==> src/hdl/fcp_pkg.sv <==
// fcp_pkg: shared types and constants for the framed coordinate parser
// used by fcp_front, fcp_queue, fcp_back and framed_coordinate_parser
// no dependencies
package fcp_pkg;

	localparam logic [7:0] START_MARK = 8'h61;   // 'a'
	localparam logic [7:0] END_MARK   = 8'h7A;   // 'z'
	localparam logic [7:0] SPACE_CHAR = 8'h20;   // ' '
	localparam logic [7:0] ZERO_CHAR  = 8'h30;   // '0'

	// frame positions that feed a coordinate: 0..2 for x, 4..6 for y
	localparam int DIGIT_SLOTS = 6;
	localparam int READ_SPAN   = 7;
	localparam int GAP_POS     = 3;

	localparam int QDEPTH = 2;
	localparam int QPTR_W = 1;
	localparam int QCNT_W = 2;

	// characters of one finished frame: x digits in slots 0..2, y digits in 3..5
	typedef logic [DIGIT_SLOTS-1:0][7:0] frame_chars_t;

	typedef struct packed {
		logic              empty;
		logic              full;
		logic [QCNT_W-1:0] level;
	} q_status_t;

endpackage

==> src/hdl/framed_coordinate_parser.sv <==
// framed_coordinate_parser: top level, front parser, snapshot queue and converter
// depends on fcp_pkg, fcp_front, fcp_queue, fcp_back
//
// Usage:
//  s_axis carries one received ASCII byte per item in tdata[7:0].
//  'a' opens a frame and clears the stored characters; bytes that follow are
//  stored in order, and bytes past FRAME_BYTES are dropped. 'z' closes the
//  frame and yields one m_axis item: tdata[15:0] is coord_x (positions 0..2)
//  and tdata[31:16] is coord_y (positions 4..6), both signed decimal values
//  with a space read as '0'. A 'z' outside a frame reports the current store.
//  Throughput is one byte per cycle while the queue is not full. m_axis_tvalid
//  rises after its 'z' is accepted: the snapshot is first written into the
//  two-entry queue and is then loaded into the output register of the converter.
//  When the receiver stalls, results pile up in the queue; s_axis_tready
//  drops only while the queue is full, and bytes are then held off.
//  Reset clears the frame flag, write position and stored characters and
//  empties the queue and output register; no clearing pass is needed.
module framed_coordinate_parser #(
	parameter int FRAME_BYTES = 11
) (
	input  logic        clk,
	input  logic        arst_n,
	input  logic        s_axis_tvalid,
	output logic        s_axis_tready,
	input  logic [7:0]  s_axis_tdata,   // [7:0] rx_byte
	output logic        m_axis_tvalid,
	input  logic        m_axis_tready,
	output logic [31:0] m_axis_tdata    // [15:0] coord_x, [31:16] coord_y
);

	logic                  push;
	logic                  pop;
	fcp_pkg::frame_chars_t push_chars;
	fcp_pkg::frame_chars_t head_chars;
	fcp_pkg::q_status_t    q_stat;
	logic signed [15:0]    coord_x;
	logic signed [15:0]    coord_y;

	fcp_front #(
		.FRAME_BYTES(FRAME_BYTES)
	) u_front (
		.clk       (clk),
		.arst_n    (arst_n),
		.in_valid  (s_axis_tvalid),
		.in_ready  (s_axis_tready),
		.in_byte   (s_axis_tdata),
		.push      (push),
		.push_chars(push_chars),
		.q_stat    (q_stat)
	);

	fcp_queue u_queue (
		.clk       (clk),
		.arst_n    (arst_n),
		.push      (push),
		.push_chars(push_chars),
		.pop       (pop),
		.head_chars(head_chars),
		.stat      (q_stat)
	);

	fcp_back u_back (
		.clk       (clk),
		.arst_n    (arst_n),
		.head_chars(head_chars),
		.q_stat    (q_stat),
		.pop       (pop),
		.out_valid (m_axis_tvalid),
		.out_ready (m_axis_tready),
		.coord_x   (coord_x),
		.coord_y   (coord_y)
	);

	assign m_axis_tdata = {coord_y, coord_x};

	a_no_push_when_full: assert property (@(posedge clk) disable iff (!arst_n)
		push |-> !q_stat.full)
		else $error("snapshot pushed into a full queue");

	a_level_bound: assert property (@(posedge clk) disable iff (!arst_n)
		q_stat.level <= fcp_pkg::QCNT_W'(fcp_pkg::QDEPTH))
		else $error("queue level above depth");

	a_end_queued: assert property (@(posedge clk) disable iff (!arst_n)
		(s_axis_tvalid && s_axis_tready && s_axis_tdata == fcp_pkg::END_MARK)
		|=> !q_stat.empty)
		else $error("end marker left no queued result");

	a_pop_fills_output: assert property (@(posedge clk) disable iff (!arst_n)
		pop |=> m_axis_tvalid)
		else $error("popped snapshot did not reach the output");

endmodule

==> src/hdl/fcp_front.sv <==
// fcp_front: accepts serial bytes, tracks the frame and keeps the digit characters
// pushes one frame snapshot into the queue per end marker
// depends on fcp_pkg
module fcp_front #(
	parameter int FRAME_BYTES = 11
) (
	input  logic                clk,
	input  logic                arst_n,
	input  logic                in_valid,
	output logic                in_ready,
	input  logic [7:0]          in_byte,
	output logic                push,
	output fcp_pkg::frame_chars_t push_chars,
	input  fcp_pkg::q_status_t  q_stat
);

	localparam int POS_W = $clog2(FRAME_BYTES + 1);

	logic                  receiving_q;
	logic [POS_W-1:0]      pos_q;
	fcp_pkg::frame_chars_t chars_q;
	logic                  accept;
	logic                  is_start;
	logic                  is_end;
	logic                  slot_hit;
	logic [2:0]            slot;

	assign in_ready   = !q_stat.full;
	assign accept     = in_valid && in_ready;
	assign is_start   = (in_byte == fcp_pkg::START_MARK);
	assign is_end     = (in_byte == fcp_pkg::END_MARK);
	assign push       = accept && is_end;
	assign push_chars = chars_q;

	// position 3 and positions past 6 are never read, so they are not kept
	always_comb begin
		slot_hit = (pos_q < POS_W'(fcp_pkg::READ_SPAN)) && (pos_q != POS_W'(fcp_pkg::GAP_POS));
		if (pos_q < POS_W'(fcp_pkg::GAP_POS)) begin
			slot = pos_q[2:0];
		end else begin
			slot = pos_q[2:0] - 3'd1;
		end
	end

	always_ff @(posedge clk or negedge arst_n) begin
		if (!arst_n) begin
			receiving_q <= 1'b0;
			pos_q       <= '0;
			chars_q     <= '0;
		end else if (accept) begin
			if (is_start) begin
				receiving_q <= 1'b1;
				pos_q       <= '0;
				chars_q     <= '0;
			end else if (is_end) begin
				receiving_q <= 1'b0;
			end else if (receiving_q && (pos_q < POS_W'(FRAME_BYTES))) begin
				pos_q <= pos_q + POS_W'(1);
				if (slot_hit) begin
					chars_q[slot] <= in_byte;
				end
			end
		end
	end

endmodule

==> src/hdl/fcp_queue.sv <==
// fcp_queue: two-entry queue of frame snapshots between front and back
// depends on fcp_pkg
module fcp_queue (
	input  logic                  clk,
	input  logic                  arst_n,
	input  logic                  push,
	input  fcp_pkg::frame_chars_t push_chars,
	input  logic                  pop,
	output fcp_pkg::frame_chars_t head_chars,
	output fcp_pkg::q_status_t    stat
);

	fcp_pkg::frame_chars_t           mem [fcp_pkg::QDEPTH];
	logic [fcp_pkg::QPTR_W-1:0]      wr_ptr_q;
	logic [fcp_pkg::QPTR_W-1:0]      rd_ptr_q;
	logic [fcp_pkg::QCNT_W-1:0]      level_q;

	assign stat.level = level_q;
	assign stat.empty = (level_q == '0);
	assign stat.full  = (level_q == fcp_pkg::QCNT_W'(fcp_pkg::QDEPTH));
	assign head_chars = mem[rd_ptr_q];

	always_ff @(posedge clk) begin
		if (push) begin
			mem[wr_ptr_q] <= push_chars;
		end
	end

	always_ff @(posedge clk or negedge arst_n) begin
		if (!arst_n) begin
			wr_ptr_q <= '0;
			rd_ptr_q <= '0;
			level_q  <= '0;
		end else begin
			if (push) begin
				wr_ptr_q <= wr_ptr_q + fcp_pkg::QPTR_W'(1);
			end
			if (pop) begin
				rd_ptr_q <= rd_ptr_q + fcp_pkg::QPTR_W'(1);
			end
			if (push && !pop) begin
				level_q <= level_q + fcp_pkg::QCNT_W'(1);
			end else if (pop && !push) begin
				level_q <= level_q - fcp_pkg::QCNT_W'(1);
			end
		end
	end

endmodule

==> src/hdl/fcp_back.sv <==
// fcp_back: converts a queued frame into the x and y coordinates
// holds the result in an output register until the receiver takes it
// depends on fcp_pkg
module fcp_back (
	input  logic                  clk,
	input  logic                  arst_n,
	input  fcp_pkg::frame_chars_t head_chars,
	input  fcp_pkg::q_status_t    q_stat,
	output logic                  pop,
	output logic                  out_valid,
	input  logic                  out_ready,
	output logic signed [15:0]    coord_x,
	output logic signed [15:0]    coord_y
);

	logic                valid_q;
	logic signed [15:0]  x_q;
	logic signed [15:0]  y_q;
	logic signed [15:0]  x_next;
	logic signed [15:0]  y_next;

	// a space reads as '0', anything else as its code minus '0'
	function automatic logic signed [15:0] digit_of(input logic [7:0] c);
		logic [7:0] cc;
		cc = (c == fcp_pkg::SPACE_CHAR) ? fcp_pkg::ZERO_CHAR : c;
		return $signed({8'd0, cc}) - $signed({8'd0, fcp_pkg::ZERO_CHAR});
	endfunction

	function automatic logic signed [15:0] three_digits(input logic [7:0] c0,
			input logic [7:0] c1, input logic [7:0] c2);
		return digit_of(c0) * 16'sd100 + digit_of(c1) * 16'sd10 + digit_of(c2);
	endfunction

	assign x_next    = three_digits(head_chars[0], head_chars[1], head_chars[2]);
	assign y_next    = three_digits(head_chars[3], head_chars[4], head_chars[5]);
	assign pop       = !q_stat.empty && (!valid_q || out_ready);
	assign out_valid = valid_q;
	assign coord_x   = x_q;
	assign coord_y   = y_q;

	always_ff @(posedge clk or negedge arst_n) begin
		if (!arst_n) begin
			valid_q <= 1'b0;
		end else if (pop) begin
			valid_q <= 1'b1;
		end else if (out_ready) begin
			valid_q <= 1'b0;
		end
	end

	always_ff @(posedge clk) begin
		if (pop) begin
			x_q <= x_next;
			y_q <= y_next;
		end
	end

endmodule

==> config.mk <==
export PLATFORM = sky130hd
export DESIGN_NAME = framed_coordinate_parser
export DESIGN_NICKNAME = d
export VERILOG_FILES = /design/src/hdl/fcp_pkg.sv /design/src/hdl/framed_coordinate_parser.sv /design/src/hdl/fcp_front.sv /design/src/hdl/fcp_queue.sv /design/src/hdl/fcp_back.sv
export SDC_FILE = /design/constraint.sdc
export NUM_CORES = 1
export LEC_CHECK = 0
export BUFFER_PORTS_ARGS = -buffer_cell sky130_fd_sc_hd__buf_2
export CAP_MARGIN = 20
export CORE_MARGIN = 2
export CORE_UTILIZATION = 57
export DETAILED_ROUTE_END_ITERATION = 10
export GPL_TIMING_DRIVEN = 0
export PLACE_DENSITY = 0.77
export REMOVE_ABC_BUFFERS = 1
export SYNTH_ARGS = -nofsm -noshare
export SYNTH_HDL_FRONTEND = slang
export SYNTH_SLANG_ARGS = --single-unit
export TNS_END_PERCENT = 30
==> constraint.sdc <==
create_clock -name clk -period 5.9 [get_ports clk]
set_clock_uncertainty 0.15 [all_clocks]
set_input_delay 0.885 -clock clk [delete_from_list [all_inputs] [get_ports clk]]
set_output_delay 0.885 -clock clk [all_outputs]
set_load 0.02 [all_outputs]
==> run metrics, run 1 <==
status=complete, but fails checks; failing checks=negative setup slack; Final ANT Viol Nets=0; Synth area leader=edfxtp_1; Slowest Stage Delay on Critical Path=approximately 550 ps; Worst Path Arrival=between 5000 and 6000 ps; final setup margin=-41.3 ps; Routed WL=23200 µm; Nets=1214; DRC viols=0; clock-pin slew on the worst setup and hold paths=~70 ps; Initial Utilization=between 50% and 60%; Final setup viols=1; Max Cap Viol=0; synth cell count leaders=128 x edfxtp_1, 121 x ha_1, 99 x inv_1; Die Y-Extent=145 µm; H-tree Lvls=4; worst slack at placement=-853 ps; CTS buffer count=17; Fillers=approximately 1300; Inserted Diodes=0; RSZ-0062 raised after global routing=yes; buffer depth of the longest clock path=2; mean post-synth cell area=between 10 and 15 µm²; Top Ports=between 40 and 50; Area Overhead vs Synth=20.2%; reg2reg path depth=30; Die ar.=around 0.021 mm²; top-count cell post-synth=edfxtp_1; layout cell share with drive strength beyond 1=24.7%; Synthesis Warnings=0; Post-synth EDFFs=between 100 and 150; asr flop ratio synth=31.2%; largest net degree at the start of global routing=37; Crit Path Max Fanout=5; post-synthesis sequential area ratio=about 46%; post-layout util=between 70% and 80%; drt via density=around 5.6; Reg2Reg Setup Slack=-40 ps; Crit. Startpoint=u_queue.rd_ptr_q; clk_lat worst skew=440 ps; worst-margin pin slew=857 ps; CP max-delay cell=fa_1; Final Cycle Share=101%; Core Region=just under 0.02 mm²; TritonCTS clock tree=built; Main synth FF type=edfxtp_1; DR pass1 iterations=5; number of synthesized register bits=186; Worst R2R Start=u_queue.rd_ptr_q; hpwl dp=about 15000 µm; WS Path Type=flip-flop to flip-flop; TNS Setup=-41.3 ps; DR iter-0 viols=460; crit-path most repeated cell=ha_4; final hold viol count=0; Vias=~7400; Post-Syn Area=between 0.01 and 0.015 mm²; Critical Path End Type=flip-flop; crit start category=flip-flop; synthesized instance count=945; Synth top area share=between 30% and 40%; initial antenna violation count=1; WL/cell=~18 µm; GRT Resource Usage Total=approximately a fifth; Tmin final=approximately 5900 ps; Netlist cell types=60; cell row count=roughly 50; clock root buffer=clkbuf_16; RePlAce Congestion=~0.83; main area contributors after synthesis=edfxtp_1 34%, ha_1 13%, dfrtp_1 13%, fa_1 7.6%, xnor2_1 3.9%; number of global-route vias before repair=7212; Critical Path RT=around 5900 ps; r2r endpoint=u_back.coord_y[15]; Die X=between 100 and 150 µm; Max Clock Freq=~170 MHz; Slew headroom=a little over two fifths; max-slew violation count=0; CTS sink cnt=approximately 190; IO Port Bufs=45; grt total ovfl=0; first-pass GRT wire length=between 30000 and 40000 µm; Worst Hold Class=primary input to asynchronous set/reset pin
==> placed cells by master (no fill, tap or decap), drive strengths merged, types with 2 or more instances in the layout <==
cell type and instances:
a211oi 4, a21boi 4, a21o 12, a21oi 41, a22o 30, a31o 3, a31oi 2, a41oi 2
and2 11, and3 3, buf 85, bufinv 2, clkbuf 20, dfrtp 58, edfxtp 128, fa 43
ha 121, inv 109, mux2 27, mux2i 23, nand2 59, nand2b 8, nand3 7, nand4b 3
nor2 51, nor2b 7, nor3 10, nor3b 5, nor4 2, o211ai 3, o21a 4, o21ai 50
o21bai 4, o22ai 2, o31ai 3, o41ai 5, or2 3, xnor2 51, xor2 30
==> worst max-delay path by stage <==
stage | to | slack (ps) | depth (start not counted)
after floorplan | u_back.coord_y[15] | -1030 | 28
after global placement | u_back.coord_y[15] | -2170 | 26
after global routing | u_back.coord_y[15] | -280 | 30
after detailed placement | u_back.coord_x[14] | -850 | 20
after CTS | u_back.coord_x[15] | 3 | 25
final | u_back.coord_y[15] | -40 | 30
==> through the flow <==
step	hold WS [ps]	area [µm²]	instances
CTS	288	13000	1301
finish	281	13700	1316
global route	320	13700	1316
floorplan	292	11300	933
global placement	298	11900	1243
detailed placement	310	12000	1247
==> kinds of logic after synthesis <==
kind of cell | Yosys count | synth area share [%]
AO/OA/AOI/OAI | 178 | 10.3
multiplexers | 50 | 4.75
XOR/XNOR | 82 | 6.42
buffers and inverters | 111 | 3.90
AND/OR/NAND/NOR | 174 | 7.30
flip-flops | 186 | 46.5
adder cells (fa/ha/maj) | 164 | 20.8
==> routing by layer <==
layer | track usage (%) | wire length [µm] | up-vias
met2 | 34.1 | 11100 | 181
met3 | 5.08 | 1020 | 40
li1 | - | - | 3553
met5 | 0 | 13 | -
met4 | 5.10 | 420 | 2
met1 | 29.1 | 10600 | 3611
==> critical path, delay by kind of cell (launching register included) <==
kind            cells  cell delay, ps
compound gates      4             450
xor+xnor            2             440
simple gates        9             890
mux                 1             190
flops               1             520
buf+inv             6             540
fa+ha+maj           8            2470
==> registers in the layout, indices dropped and copies added (netlist names) <==
name                 count
u_queue.mem             96
u_back.coord_y          16
u_front.receiving_q      1
u_queue.level_q          2
u_queue.wr_ptr_q         1
u_front.pos_q            4
u_front.push_chars      48
u_back.out_valid         1
u_queue.rd_ptr_q         1
u_back.coord_x          16
==> cell type report <==
class / count / area (µm²) / share of cell area (%)
Multi-Input combinational cell: 648 / 6440 / 47.0
Sequential cell: 186 / 5300 / 38.7
Timing Repair Buffer: 86 / 652 / 4.76
Clock buffer: 20 / 450 / 3.29
Inverter: 99 / 374 / 2.73
Tap cell: 265 / 332 / 2.42
Clock inverter: 12 / 150 / 1.10
==> timing repair <==
action	in CTS	in global routing
gates cloned	1	0
endpoints found under the setup margin	13	8
gates resized for setup	58	95
endpoints found under the hold margin	0	0
buffers inserted	21	15
pin swaps	25	56
hold buffers	0	0
Power of run 1 is left out: the tool's default activity adds up to more than one toggle a clock period on the data nets, which glitch-free logic cannot reach.
==> inputs of run 2 (changes only) <==
- RECOVER_POWER: default -> 50
==> run metrics, run 2 (synthesized netlist as in run 1, its figures left out) <==
WS Path Type=flip-flop to flip-flop; Slowest Stage Delay on Critical Path=roughly 550 ps; IO Port Bufs=45; max-slew violation count=37; final hold viol count=0; max FFs per register=96; Routed WL=between 20000 and 25000 µm; Nets=between 1000 and 1500; TNS Setup=-39.3 ps; CTS buffer count=17; drt via density=5.60; layout cell share with drive strength beyond 1=20.9%; Vias=7373; Die X=approximately 150 µm; Final setup viols=1; cell row count=about 50; Die Y-Extent=about 150 µm; failing checks=max-capacitance violations, max-slew violations, negative setup slack; crit start category=flip-flop; Inserted Diodes=0; Top Ports=46; Die ar.=0.0211 mm²; DRC viols=0; CTS sink cnt=between 150 and 200; first-pass GRT wire length=about 36000 µm; worst-margin pin slew=a little under 2000 ps; Worst Hold Class=flip-flop to flip-flop; DR iter-0 viols=between 400 and 500; DR pass1 iterations=5; Fillers=1313; worst slack at placement=-853 ps; clk_lat worst skew=440 ps; Crit Path Max Fanout=5; WL/cell=17.7 µm; RePlAce Congestion=about 0.83; hpwl dp=15000 µm; Max Cap Viol=1; initial antenna violation count=1; Final Cycle Share=101%; GRT Resource Usage Total=21.1%; Worst Path Arrival=a little under 6000 ps; Top reg by flops=u_queue.mem; CP max-delay cell=fa_1; H-tree Lvls=4; number of global-route vias before repair=7212; Slew headroom=-31.1%; TritonCTS clock tree=built; RSZ-0062 raised after global routing=yes; final setup margin=-39.3 ps; largest net degree at the start of global routing=37; grt total ovfl=0; Initial Utilization=about three fifths; Critical Path End Type=flip-flop; Critical Path RT=5930 ps; buffer depth of the longest clock path=2; status=complete, but fails checks; Area Overhead vs Synth=19.4%; Max Clock Freq=between 150 and 200 MHz; clock-pin slew on the worst setup and hold paths=70 ps; Reg2Reg Setup Slack=-40 ps; most frequent cells in the layout=128 x edfxtp_1, 92 x ha_1, 87 x inv_1, 58 x nand2_1, 57 x dfrtp_1; Cells after DPL=1247; clock root buffer=clkbuf_16; Final Non-Filler Cells=1316; Final ANT Viol Nets=0; commonest non-fill, non-tap cell in the layout=edfxtp_1; Core Region=between 0.015 and 0.02 mm²; crit-path most repeated cell=ha_4; Tmin final=slightly below 6000 ps
-- run 2: cell count changes in the layout (fill, tap and decap cells not counted) --
cell / delta
clkbuf_1: +37
buf_2: -35
mux2_2: -3
mux2_1: +3
buf_12: -1
bufbuf_16: -1
-- run 2: per-layer routing --
metal  vias to the layer above  GRT usage (%)  share of wire [%]
li1                       3549              -                  -
met1                      3601           29.1                 46
met2                       179           34.1                 48
met3                        42           5.08                4.5
met4                         2           5.10                1.7
met5                         -              0              0.056
-- run 2: through the flow --
step | cell area [µm²] | utilization [%] | hold WS, ps
3_3_place_gp | 11900 | 60.8 | 298
6_report | 13600 | 69.7 | 326
5_1_grt | 13600 | 69.7 | 350
4_1_cts | 13000 | 66.8 | 288
2_1_floorplan | 11300 | - | 292
3_5_place_dp | 12000 | 61.3 | 310
-- run 2: worst paths after layout --
path	startpoint	endpoint	depth (start not counted)
hold reg to reg	u_front.push_chars[8]	u_queue.mem[0][8]	0
setup reg to reg	u_queue.rd_ptr_q	u_back.coord_y[15]	30
hold / removal	u_front.push_chars[8]	u_queue.mem[0][8]	0
min in group asynchronous	arst_n	u_front.push_chars[11]	1
setup / recovery	u_queue.rd_ptr_q	u_back.coord_y[15]	30
max in group asynchronous	arst_n	u_queue.rd_ptr_q	2
-- run 2: area by class of cell --
type                    instances  area (µm²)  share of cell area, %
well taps                     265         332                   2.44
inverters                      99         374                   2.75
multi-input cells             648        6440                   47.3
clock buffers                  20         450                   3.31
clock inverters                12         150                   1.10
flip-flops and latches        186        5300                   38.9
repair buffers                 86         563                   4.14
-- run 2: timing repair --
action | CTS | global route
cloned | 1 | 0
hold buffers | 0 | 0
resized for setup | 58 | 95
endpoints found under the setup margin | 13 | 8
buffers inserted | 21 | 15
pin swaps | 25 | 56
-- run 2: worst max-delay path, delay by kind of cell, from the launching register on --
| kind | cells | cell delay (ps) |
|---|---|---|
| AOI/OAI and AO/OA | 4 | 450 |
| muxes | 1 | 190 |
| DFF | 1 | 520 |
| buffers and inverters | 6 | 540 |
| and+or+nand+nor | 9 | 900 |
| adders and majority gates | 8 | 2480 |
| xor gates and xnor gates | 2 | 440 |
Power of run 2 is left out for the same reason.
==> inputs of run 3 (changes only) <==
- BUFFER_PORTS_ARGS: -buffer_cell sky130_fd_sc_hd__buf_2 -> default
- CORE_UTILIZATION: 57 -> 58
- DONT_BUFFER_PORTS: default -> 1
- GPL_TIMING_DRIVEN: 0 -> default
- PLACE_DENSITY: 0.77 -> 0.76
==> run metrics, run 3 (synthesized netlist as in run 1, its figures left out) <==
Core Region=0.0194 mm²; CP endpoint=u_back.coord_y[15]; max-slew violation count=between 50 and 60; clock root buffer=clkbuf_16; Die ar.=roughly 0.021 mm²; buffer depth of the longest clock path=2; initial antenna violation count=0; Max Clock Freq=between 150 and 200 MHz; WS Path Type=flip-flop to flip-flop; crit-path most repeated cell=ha_4; final setup margin=a little over 70 ps; worst slack at placement=-111 ps; clock-pin slew on the worst setup and hold paths=80 ps; Cells after DPL=between 1000 and 1500; Crit. Startpoint=u_queue.rd_ptr_q; Final Non-Filler Cells=~1300; Final ANT Viol Nets=0; number of global-route vias before repair=7149; H-tree Lvls=4; first-pass GRT wire length=roughly 35000 µm; TritonCTS clock tree=built; Routed WL=around 22000 µm; WL/cell=about 17 µm; layout cell share with drive strength beyond 1=roughly 20%; Nets=1196; DRC viols=0; CTS sink cnt=roughly 190; Worst Hold Class=flip-flop to flip-flop; Tmin final=~5800 ps; IO Port Bufs=0; status=complete, but fails checks; RePlAce Congestion=between 0.8 and 0.9; cell row count=51; Final setup viols=0; CP max-delay cell=fa_1; Top reg by flops=u_queue.mem; Max Cap Viol=1; reg2reg path depth=28; register area=0.00530 mm²; Worst R2R Start=u_queue.rd_ptr_q; RSZ-0062 raised after global routing=yes; clk_lat worst skew=around 430 ps; DR pass1 iterations=5; Top Ports=46; hpwl dp=approximately 16000 µm; Inserted Diodes=0; Crit Path Max Fanout=5; grt total ovfl=0; Worst Path Arrival=between 5000 and 6000 ps; max FFs per register=96; drt via density=about 5.6; Die X=approximately 140 µm; Critical Path End Type=flip-flop; most frequent cells in the layout=128 x edfxtp_1, 102 x ha_1, 90 x inv_1, 59 x nand2_1; Reg2Reg Setup Slack=approximately 71 ps; Vias=7259; CTS buffer count=17; r2r endpoint=u_back.coord_y[15]; Initial Utilization=roughly 60%; Slowest Stage Delay on Critical Path=between 400 and 500 ps; TNS Setup=0 ps; failing checks=max-capacitance violations, max-slew violations; Final Cycle Share=a little over nine tenths; Fillers=between 1000 and 1500; final hold viol count=0; commonest non-fill, non-tap cell in the layout=edfxtp_1; Slew headroom=-101%; multi-input logic area=roughly 0.006 mm²; Area Overhead vs Synth=16.5%; largest net degree at the start of global routing=a little under 60; Critical Path RT=around 6000 ps; crit start category=flip-flop; GRT Resource Usage Total=a little over a fifth; worst-margin pin slew=between 3000 and 4000 ps; DR iter-0 viols=~380; Die Y-Extent=roughly 140 µm
run 3: changes by cell type in the layout (fill, tap and decap cells not counted), sizes merged:
cell / change
clkinv: +4
inv: -1
clkinvlp: +1
bufinv: -1
buf: +14
clkbuf: -35
run 3: how the worst min path moves through the flow:
stage                                       from  depth (start not counted)                  to
final                      u_front.push_chars[8]                          0   u_queue.mem[1][8]
after global placement    u_front.push_chars[35]                          0  u_queue.mem[1][35]
after detailed placement   u_front.push_chars[8]                          0   u_queue.mem[1][8]
after floorplan            u_front.push_chars[0]                          0   u_queue.mem[0][0]
after CTS                                 arst_n                          1    u_front.pos_q[3]
after global routing       u_front.push_chars[5]                          0   u_queue.mem[1][5]
run 3: timing repair:
action | in CTS | in global routing
gates cloned | 0 | 1
buffers inserted | 3 | 11
resized for setup | 16 | 83
setup endpoints to repair | 5 | 9
pin swaps | 5 | 43
hold buffers | 1 | 0
endpoints found under the hold margin | 58 | 0
run 3: metrics by stage:
stage,hold slack (ps),utilization [%],area (µm²)
detailed placement,313,62.2,12100
finish,325,68.4,13300
CTS,164,65.9,12800
global placement,308,62.2,12100
global route,345,68.4,13300
floorplan,292,-,11300
run 3: per-layer routing:
layer | GRT usage [%] | share of wire (%)
met2 | 34.5 | 47
met4 | 5.93 | 1.5
met1 | 31.2 | 47
met3 | 4.14 | 4.3
met5 | 0 | 0
run 3: critical path, delay by kind of cell, from the launching register on:
kind	cells	cell delay (ps)
adders and majority gates	8	2360
AOI/OAI and AO/OA	4	460
DFF	1	390
buffers and inverters	5	610
xor gates and xnor gates	3	420
and+or+nand+nor	7	930
muxes	1	240
run 3: cell type report:
cell class	instances	share of cell area (%)
Multi-Input combinational cell	648	46.0
Sequential cell	186	39.9
Timing Repair Buffer	68	4.19
Clock buffer	17	3.20
Inverter	99	2.80
Tap cell	265	2.50
Clock inverter	15	1.46
Power of run 3 is left out for the same reason.
